[src/rtl/imt_pkg.sv]
// package: request and result types, opcodes and default sizes for the injective mapping table
`timescale 1ns / 1ps
`default_nettype none

package imt_pkg;

	localparam int MAX_ENTRIES_DEF = 16;
	localparam int ID_BITS_DEF     = 16;
	localparam int FIELD_BITS      = 16;
	localparam int COUNT_BITS      = 5;

	typedef enum logic [1:0] {
		OP_CLEAR  = 2'd0,
		OP_CHECK  = 2'd1,
		OP_INSERT = 2'd2
	} op_t;

	typedef struct packed {
		logic [1:0]            opcode;
		logic [1:0]            pair_count;
		logic [FIELD_BITS-1:0] key_a;
		logic [FIELD_BITS-1:0] value_a;
		logic [FIELD_BITS-1:0] key_b;
		logic [FIELD_BITS-1:0] value_b;
		logic [FIELD_BITS-1:0] key_c;
		logic [FIELD_BITS-1:0] value_c;
	} req_t;

	typedef struct packed {
		logic                  consistent;
		logic                  dropped;
		logic [COUNT_BITS-1:0] entry_count;
	} rsp_t;

endpackage

`default_nettype wire

[src/rtl/injective_mapping_table.sv]
// top level: content-addressed table holding a partial injective key to value mapping
//
// usage:
//   a request is taken at a rising edge with start high and busy low; busy is
//   always low, so a new request may be issued in every cycle
//   request.opcode selects clear, check (up to three key/value pairs against
//   the stored table) or insert (pairs added in order, existing keys kept)
//   every request gives one result: done is high for exactly one cycle while
//   result holds consistent, dropped and the entry count after the request
//   the request is registered at the accepting edge, then looked up and
//   applied at the next edge, where done and the result register are set
//   throughput: one request per cycle; all table entries are compared in
//   parallel and the table is updated at the edge where done rises, so
//   back-to-back requests see each other's effects
//   reset clears the entry count and the valid bits; key and value storage
//   are not cleared and are never read before they are written
//   the receiver cannot stall, results must be taken when done is high
`timescale 1ns / 1ps
`default_nettype none

module injective_mapping_table #(
	parameter int MAX_ENTRIES = imt_pkg::MAX_ENTRIES_DEF,
	parameter int ID_BITS     = imt_pkg::ID_BITS_DEF
) (
	input  wire logic          clk,
	input  wire logic          arst_n,
	input  wire logic          start,
	output logic               busy,
	input  wire imt_pkg::req_t request,
	output logic               done,
	output imt_pkg::rsp_t      result
);

	localparam int CNT_W = $clog2(MAX_ENTRIES + 1);

	logic [ID_BITS-1:0] key_store_q   [MAX_ENTRIES];
	logic [ID_BITS-1:0] value_store_q [MAX_ENTRIES];
	logic [MAX_ENTRIES-1:0] entry_valid_q;
	logic [CNT_W-1:0]       cnt_q;

	imt_pkg::req_t req_s1;
	logic          valid_s1;

	imt_pkg::rsp_t rsp_q;
	logic          done_q;

	logic [ID_BITS-1:0] ka, va, kb, vb, kc, vc;
	logic               use_a, use_b, use_c;

	logic [MAX_ENTRIES-1:0] khit_a, khit_b, khit_c;
	logic [MAX_ENTRIES-1:0] vsame_a, vsame_b, vsame_c;
	logic [MAX_ENTRIES-1:0] vuse_a, vuse_b, vuse_c;

	logic             agree_a, agree_b, agree_c;
	logic             found_a, found_b, found_c;
	logic             store_a, store_b, store_c;
	logic             drop_a, drop_b, drop_c;
	logic [CNT_W-1:0] cnt1, cnt2, cnt3;

	logic is_clear, is_check, is_insert;

	assign busy = 1'b0;

	assign ka = ID_BITS'(req_s1.key_a);
	assign va = ID_BITS'(req_s1.value_a);
	assign kb = ID_BITS'(req_s1.key_b);
	assign vb = ID_BITS'(req_s1.value_b);
	assign kc = ID_BITS'(req_s1.key_c);
	assign vc = ID_BITS'(req_s1.value_c);

	assign use_a = (req_s1.pair_count >= 2'd1);
	assign use_b = (req_s1.pair_count >= 2'd2);
	assign use_c = (req_s1.pair_count == 2'd3);

	assign is_clear  = valid_s1 && (req_s1.opcode == imt_pkg::OP_CLEAR);
	assign is_check  = valid_s1 && (req_s1.opcode == imt_pkg::OP_CHECK);
	assign is_insert = valid_s1 && (req_s1.opcode == imt_pkg::OP_INSERT);

	// parallel compare of every entry
	always_comb begin
		for (int j = 0; j < MAX_ENTRIES; j++) begin
			khit_a[j]  = entry_valid_q[j] && (key_store_q[j] == ka);
			khit_b[j]  = entry_valid_q[j] && (key_store_q[j] == kb);
			khit_c[j]  = entry_valid_q[j] && (key_store_q[j] == kc);
			vuse_a[j]  = entry_valid_q[j] && (value_store_q[j] == va);
			vuse_b[j]  = entry_valid_q[j] && (value_store_q[j] == vb);
			vuse_c[j]  = entry_valid_q[j] && (value_store_q[j] == vc);
			vsame_a[j] = khit_a[j] && (value_store_q[j] == va);
			vsame_b[j] = khit_b[j] && (value_store_q[j] == vb);
			vsame_c[j] = khit_c[j] && (value_store_q[j] == vc);
		end
	end

	// check: keys are unique in the table, so at most one key hit per pair
	assign agree_a = !use_a || ((|khit_a) ? (|vsame_a) : !(|vuse_a));
	assign agree_b = !use_b || ((|khit_b) ? (|vsame_b) : !(|vuse_b));
	assign agree_c = !use_c || ((|khit_c) ? (|vsame_c) : !(|vuse_c));

	// insert: pairs in order, a later pair also sees keys stored by earlier ones
	assign found_a = |khit_a;
	assign store_a = use_a && !found_a && (cnt_q < CNT_W'(MAX_ENTRIES));
	assign drop_a  = use_a && !found_a && (cnt_q >= CNT_W'(MAX_ENTRIES));
	assign cnt1    = cnt_q + CNT_W'(store_a);

	assign found_b = (|khit_b) || (store_a && (kb == ka));
	assign store_b = use_b && !found_b && (cnt1 < CNT_W'(MAX_ENTRIES));
	assign drop_b  = use_b && !found_b && (cnt1 >= CNT_W'(MAX_ENTRIES));
	assign cnt2    = cnt1 + CNT_W'(store_b);

	assign found_c = (|khit_c) || (store_a && (kc == ka)) || (store_b && (kc == kb));
	assign store_c = use_c && !found_c && (cnt2 < CNT_W'(MAX_ENTRIES));
	assign drop_c  = use_c && !found_c && (cnt2 >= CNT_W'(MAX_ENTRIES));
	assign cnt3    = cnt2 + CNT_W'(store_c);

	// request register
	always_ff @(posedge clk or negedge arst_n) begin
		if (!arst_n) begin
			valid_s1 <= 1'b0;
		end else begin
			valid_s1 <= start && !busy;
		end
	end

	always_ff @(posedge clk) begin
		if (start && !busy) begin
			req_s1 <= request;
		end
	end

	// table storage, written in slot order
	always_ff @(posedge clk) begin
		for (int j = 0; j < MAX_ENTRIES; j++) begin
			if (is_insert) begin
				if (store_a && (CNT_W'(j) == cnt_q)) begin
					key_store_q[j]   <= ka;
					value_store_q[j] <= va;
				end else if (store_b && (CNT_W'(j) == cnt1)) begin
					key_store_q[j]   <= kb;
					value_store_q[j] <= vb;
				end else if (store_c && (CNT_W'(j) == cnt2)) begin
					key_store_q[j]   <= kc;
					value_store_q[j] <= vc;
				end
			end
		end
	end

	// valid bits, count and result register
	always_ff @(posedge clk or negedge arst_n) begin
		if (!arst_n) begin
			entry_valid_q <= '0;
			cnt_q         <= '0;
			done_q        <= 1'b0;
		end else begin
			done_q <= valid_s1;
			if (is_clear) begin
				entry_valid_q <= '0;
				cnt_q         <= '0;
			end else if (is_insert) begin
				for (int j = 0; j < MAX_ENTRIES; j++) begin
					if ((store_a && (CNT_W'(j) == cnt_q)) ||
					    (store_b && (CNT_W'(j) == cnt1)) ||
					    (store_c && (CNT_W'(j) == cnt2))) begin
						entry_valid_q[j] <= 1'b1;
					end
				end
				cnt_q <= cnt3;
			end
		end
	end

	always_ff @(posedge clk) begin
		if (valid_s1) begin
			rsp_q.consistent <= is_check && agree_a && agree_b && agree_c;
			rsp_q.dropped    <= is_insert && (drop_a || drop_b || drop_c);
			if (is_clear) begin
				rsp_q.entry_count <= '0;
			end else if (is_insert) begin
				rsp_q.entry_count <= imt_pkg::COUNT_BITS'(cnt3);
			end else begin
				rsp_q.entry_count <= imt_pkg::COUNT_BITS'(cnt_q);
			end
		end
	end

	assign done   = done_q;
	assign result = rsp_q;

	// every registered request gives a result on the next cycle
	a_done_follows: assert property (@(posedge clk) disable iff (!arst_n)
		valid_s1 |=> done)
		else $error("request without result");

	a_count_bound: assert property (@(posedge clk) disable iff (!arst_n)
		cnt_q <= CNT_W'(MAX_ENTRIES))
		else $error("entry count above table size");

	a_valid_count: assert property (@(posedge clk) disable iff (!arst_n)
		$countones(entry_valid_q) == int'(cnt_q))
		else $error("valid bits disagree with entry count");

	a_flags_exclusive: assert property (@(posedge clk) disable iff (!arst_n)
		done |-> !(result.consistent && result.dropped))
		else $error("consistent and dropped both set");

	a_clear_empties: assert property (@(posedge clk) disable iff (!arst_n)
		is_clear |=> (cnt_q == '0) && (entry_valid_q == '0))
		else $error("clear left entries behind");

endmodule

`default_nettype wire

[config.mk]
export PLATFORM = sky130hd
export DESIGN_NAME = injective_mapping_table
export DESIGN_NICKNAME = d
export VERILOG_FILES = /design/src/rtl/imt_pkg.sv /design/src/rtl/injective_mapping_table.sv
export SDC_FILE = /design/constraint.sdc
export NUM_CORES = 2
export LEC_CHECK = 0
export BUFFER_PORTS_ARGS = -buffer_cell sky130_fd_sc_hd__buf_2
export CAP_MARGIN = 20
export CORE_UTILIZATION = 40
export DETAILED_ROUTE_END_ITERATION = 6
export PLACE_DENSITY = 0.6
export SYNTH_ARGS = -nofsm -noshare
export SYNTH_HDL_FRONTEND = slang
export SYNTH_SLANG_ARGS = --single-unit
[constraint.sdc]
create_clock -name clk -period 10.55 [get_ports clk]
set_clock_uncertainty 0.1 [all_clocks]
set_input_delay 1.5825 -clock clk [delete_from_list [all_inputs] [get_ports clk]]
set_output_delay 1.5825 -clock clk [all_outputs]
set_load 0.01 [all_outputs]
# ---- Word level (Yosys, flattened, before mapping)
# Memory sizes are Yosys's and may differ from the RTL's.
# Index checks and enable logic that the tools add are counted.
dict set report word_totals {
  ramBits 512
  elab_cells 943
  memories 2
  reg_bits 130
}
dict set report op_classes {
  n_bitwise 64
  n_addsub 3
  mux 357
  n_eq_ne 147
  reduce_logical 332
  order_cmp 8
}
# name words word_bits read_ports rd_clocked_by_memory_dff wr line
set mem_list {}
lappend mem_list {key_store_q 16 16 16 0 3 injective_mapping_table.sv:36} ;# logic [ID_BITS-1:0] key_store_q [MAX_ENTRIES];
lappend mem_list {value_store_q 16 16 16 0 3 injective_mapping_table.sv:37} ;# logic [ID_BITS-1:0] value_store_q [MAX_ENTRIES];
# cell n
set ops {}
lappend ops {{$eq A16 B16 Y1} 99}
lappend ops {{$mux W16} 92}
lappend ops {{$reduce_or A16 Y1} 35}
lappend ops {{$mux W1} 237}
lappend ops {{$logic_and A1 B1 Y1} 211}
lappend ops {{$eq A4 B5 Y1 const A} 24}
lappend ops {{$mux W4} 26}
lappend ops {{$or A1 B1 Y1} 64}
lappend ops {{$eq A3 B5 Y1 const A} 12}
lappend ops {{$logic_or A1 B1 Y1} 40}
lappend ops {{$reduce_bool A2 Y1} 17}
lappend ops {{$reduce_and A2 Y1} 16}
lappend ops {{$eq A2 B5 Y1 const A} 6}
lappend ops {{$add A5 B1 Y5} 3}
lappend ops {{$eq A1 B5 Y1 const A} 3}
lappend ops {{$ge A5 B5 Y1 const B} 3}
lappend ops {{$logic_not A5 Y1} 3}
lappend ops {{$lt A5 B5 Y1 const B} 3}
lappend ops {{$mux W5} 2}
lappend ops {{$logic_not A1 Y1} 9}
lappend ops {{$eq A2 B2 Y1 const B} 2}
lappend ops {{$eq A2 B1 Y1 const B} 1}
lappend ops {{$ge A2 B1 Y1 const B} 1}
lappend ops {{$ge A2 B2 Y1 const B} 1}
lappend ops {{$logic_not A2 Y1} 1}

# ---- Depth between registers and ports, before layout
# An unclocked memory read counts as a cell.
dict set report logic_depth {
  word_depth 30
  mapped_depth 29
  depth_no_buf 26
}

# ---- Worst setup path after synthesis
# Ideal clock, no wire load.
dict set report synth_timing {
  path_kind {register to register}
  startpoint {register req_s1, in the netlist ka[10]}
  endpoint {memory key_store_q[0][64] (netlist name) (enable)}
  slack_ns 2.862
  setup_time_ns 0.466
  stages_incl_launch_ff 27
  arrival_time_ns 7.122
  synth_period_minus_slack_ns 7.688
  path_buffers 3
  cell_sequence {edfxtp_1 -> clkbuf_1 -> buf_2 -> xor2_1 -> nor2_1 -> nand3_1 -> nor4_1 -> nor4_1 -> nand4_1 -> nor3_1 -> ha_1 -> ha_1 -> nand3_1 -> xnor2_1 -> nand2_1 -> nor3_1 -> ha_1 -> ha_1 -> nand2_1 -> xor2_1 -> nor2_1 -> o211a_1 -> nand2_1 -> inv_1 -> buf_1 -> nand2_1 -> o21ai_0}
}
# item line
set synth_lines {}
lappend synth_lines {{start: declaration} injective_mapping_table.sv:41} ;# imt_pkg::req_t req_s1;
lappend synth_lines {{start signal: assignment} injective_mapping_table.sv:126} ;# req_s1 <= request;
lappend synth_lines {{end: declaration} injective_mapping_table.sv:36}

==> out/qor.csv <==
stage,metric,value,unit
global_route,busiest metal layer after global routing,met2,
global_route,gr ovfl total,0,
yosys,number of enable flip-flop cells after synthesis,619,
sta,RSZ-0062 raised after global routing,no,
clock_network,Post-CTS Hold Fix Bufs,0,
yosys,synthesized instance count,4764,
floorplan,Die Ht,365.6,um
clock_network,Root Driver,clkbuf_16,
setup_path,Critical Path Source Type,flip-flop,
cells_and_area,fillcell total,12237,
clock_network,Setup Buffers After CTS,0,
placed_design,RePlAce Congestion,1.015,
yosys,synth top area cells,"edfxtp_1 35%, mux2_2 21%, xnor2_1 20%, xor2_1 6.4%, nand4_1 4.3%",
cells_and_area,share of cells above drive strength 1,0.3186,
setup_path,Crit Path Category,flip-flop to flip-flop,
yosys,post-synthesis register bit count,642,
floorplan,Rows,133,
global_route,met2 Use GR,0.4667,
yosys,Synth top cells by count,"1214 x xnor2_1, 999 x mux2_2, 619 x edfxtp_1, 389 x xor2_1, 361 x nand4_1",
power_and_ir_drop,sequential share of power,0.392,
worst_hold_path,Min-Delay Endpoint,done,
sta,final hold viol count,0,
setup_path,CP max stage delay,970,ps
power_and_ir_drop,highest ir drop seen on vdd,0.09591,mV
clock_network,Worst-path clk slew,60,ps
drt,DR iter-0 viols,4725,
global_route,initial antenna violation count,9,
setup_path,CP max stage cell,nor4_1,
clock_network,clk_lat worst skew,710,ps
yosys,Unique masters post-synth,56,
global_route,met1 Resource Use GR,0.4156,
power_and_ir_drop,NetSw,2.702,mW
clock_network,clock tree buffer depth,3,
floorplan,CORE AREA,131300,sq um
sta,final slew viol count,0,
clock_network,CTS tree,done,
worst_hold_path,hold path depth,0,
setup_path,critical path peak fanout,17,
drt,Pre-antenna DRT Iters,6,
floorplan,Die Wd,365.6,um
power_and_ir_drop,Leakage,18.01,nW
sta,setup TNS,0,ps
global_route,number of global-route vias before repair,39480,
sta,Tightest Pin Transition,1303,ps
setup_path,reg2reg end,key_store_q[0][26],
job,Max-Cap Viols,0,
global_route,Total Routing Usage GR,0.3073,
power_and_ir_drop,Internal Power,5.413,mW
yosys,Netlist Area Pre-Place,52880,sq um
drt,overall routed net length,209.6,mm
setup_path,r2r startpoint,ka[13],
setup_path,CP cell instances,buf_4 -> xnor2_1 -> or3b_2 -> nor4_1 -> nor4_1 -> nand4_1 -> nor3_1 -> ha_1 -> ha_1 -> nand3_1 -> xnor2_1 -> nand2_1 -> nor3_1 -> ha_1 -> ha_1 -> nand2_1 -> xor2_1 -> nor2_1 -> o211a_1 -> nand2_1 -> inv_1 -> nand4_1 -> nand2_1 -> buf_4,
drt,# DRC,0,
yosys,ys flop type,edfxtp_1,
clock_network,"Gates resized, CTS repair",0,
floorplan,I/O Pins,112,
sta,Setup-failing EPs final,0,
power_and_ir_drop,cell area power density,139.3,nW/um^2
floorplan,die area,133600,sq um
drt,via count,40326,
clock_network,CTS H-Tree Depth,3,
placed_design,IO buf count,110,
drt,vias per inst,6.224,
global_route,first-pass GRT wire length,296.7,mm
yosys,YS warnings,0,
power_and_ir_drop,total power,8.114,mW
drt,number of routed nets with antenna violations,0,
yosys,Mapped Avg Cell Area,11.10,sq um
status,run status,"finished, final reports clean",
yosys,"count leader, synth",xnor2_1,
yosys,register area share after synthesis,0.3624,
global_route,GR Util met3,0.05976,
setup_path,critical path required time,10820,ps
sta,Max Clk Rate,118.0,MHz
clock_network,clk sink count,642,
worst_hold_path,hold path startpoint,valid_s1,
sta,Rel. slew slack,0.1243,
setup_path,CP endpoint kind,flip-flop,
power_and_ir_drop,combinational share of power,0.261,
power_and_ir_drop,clock share of power,0.348,
drt,Avg WL per Cell,32.35,um
yosys,Mapped Nets,4873,
yosys,Synth top area share,0.3515,
cells_and_area,Final nets,4765,
yosys,ys async rst share,0.03583,
cells_and_area,area grow syn2layout,10.18,%
floorplan,initial core utilization,0.4027,
yosys,cell taking the most area after synthesis,edfxtp_1,
setup_path,Critical Path AT,8740,ps
power_and_ir_drop,switching share of total power,0.3329,
sta,fin crit share,0.8031,
clock_network,Num CTS Buffers,79,
worst_hold_path,worst hold path class,flip-flop to flip-flop,
setup_path,FF-to-FF path depth,24,
global_route,largest net degree at the start of global routing,57,
setup_path,R2R Setup Slk,2080,ps
sta,fin crit period,8473,ps
placed_design,DP HPWL,127.9,mm
## cells in the final DEF (no fill, tap or decap), types with 6 or more instances in the layout
cell | netlist | final
a21oi_1 | 14 | 14
nor3b_1 | 7 | 7
buf_12 | 0 | 7
a22o_1 | 14 | 14
and3_1 | 8 | 8
clkbuf_16 | 0 | 83
nor4_1 | 175 | 149
o211ai_1 | 8 | 8
a221oi_1 | 6 | 6
nor4_2 | 10 | 28
xnor2_1 | 1214 | 1214
buf_2 | 155 | 114
clkinv_2 | 0 | 12
nor2_4 | 0 | 8
o21ai_0 | 17 | 12
mux2_2 | 999 | 999
buf_16 | 0 | 6
nand3_1 | 53 | 45
nand2_1 | 80 | 80
clkinv_1 | 0 | 23
dfrtp_1 | 23 | 23
buf_4 | 3 | 190
clkbuf_1 | 302 | 12
bufinv_16 | 0 | 7
xor2_1 | 389 | 389
mux2_1 | 25 | 25
edfxtp_1 | 619 | 619
nor3_1 | 61 | 57
ha_1 | 6 | 6
nor2_1 | 41 | 33
or3_1 | 7 | 7
nand3_2 | 0 | 8
nor4_4 | 0 | 8
a22oi_1 | 32 | 32
inv_1 | 13 | 13
a2bb2o_1 | 7 | 7
nand4_1 | 361 | 361
## worst max-delay path, delay by kind of cell, from the launching register on
family / cells / cell delay (ps)
AOI/OAI and AO/OA: 1 / 190
xor gates and xnor gates: 3 / 690
adders and majority gates: 4 / 910
buffers and inverters: 3 / 1350
DFF: 1 / 760
and+or+nand+nor: 13 / 4080
## per-layer routing
layer / wire (um) / up-vias
met2: 90840 / 2478
met5: 85 / -
met1: 86500 / 20285
met4: 10730 / 14
met3: 21440 / 590
li1: - / 16959
## state kept, by name, indices dropped and copies added (netlist names)
name,count
key_store_q,256
value_store_q,256
entry_valid_q,16
ka,16
kb,16
kc,16
va,16
vb,16
vc,16
result,7
cnt_q,5
req_s1,4
done,1
valid_s1,1
## cell type report
| type | instances | area [sq um] | area share |
|---|---|---|---|
| Antenna cell | 3 | 7.507 | 0.0001289 |
| Clock buffer | 97 | 2150 | 0.03689 |
| Clock inverter | 49 | 415.4 | 0.007130 |
| Inverter | 13 | 48.80 | 0.0008375 |
| Multi-Input combinational cell | 3601 | 31970 | 0.5487 |
| Sequential cell | 642 | 19160 | 0.3289 |
| Tap cell | 1755 | 2196 | 0.03769 |
| Timing Repair Buffer | 319 | 2315 | 0.03973 |
## power by group through the flow
stage	Sequential (mW)	Combinational [mW]	Clock (mW)
4_1_cts	3.17	2.05	2.84
5_1_grt	3.19	2.21	2.92
2_1_floorplan	3.11	1.44	0
3_3_place_gp	3.22	2.03	0
3_5_place_dp	3.22	2.04	0
6_report	3.18	2.12	2.82
## worst max-delay path by stage
stage | from | to | slack, ps
final | ka[13] | key_store_q[0][26] | 2080
after global routing | ka[7] | key_store_q[0][26] | 1640
after CTS | ka[6] | key_store_q[0][16] | 2180
after detailed placement | ka[6] | key_store_q[0][16] | 2230
after global placement | ka[6] | value_store_q[0][87] | 2210
after floorplan | ka[10] | key_store_q[0][64] | 2860
## through the flow
step / hold slack, ps / std cells / setup WS [ps] / area [sq um] / util
floorplan: 429.4 / 4764 / 2862 / 52880 / -
finish: 547.5 / 6479 / 2077 / 58260 / 0.4437
global route: 576.5 / 6476 / 1638 / 58250 / 0.4437
global placement: 532.4 / 6317 / 2212 / 55490 / 0.4226
CTS: 538.9 / 6467 / 2177 / 58090 / 0.4425
detailed placement: 538.5 / 6321 / 2227 / 55530 / 0.4229
## cell families (layout without fill, tap and decap cells)
| kind of cell | after synthesis | after routing | share of synthesized area |
|---|---|---|---|
| muxes | 1024 | 1024 | 0.2181 |
| and+or+nand+nor | 839 | 839 | 0.09335 |
| xor gates and xnor gates | 1603 | 1603 | 0.2655 |
| adders and majority gates | 6 | 6 | 0.001420 |
| other | 1 | 4 | 0.00007092 |
| AOI/OAI and AO/OA | 128 | 128 | 0.01829 |
| buffers and inverters | 521 | 478 | 0.04087 |
| DFF | 642 | 642 | 0.3624 |
(Power assumes the default switching activity.)
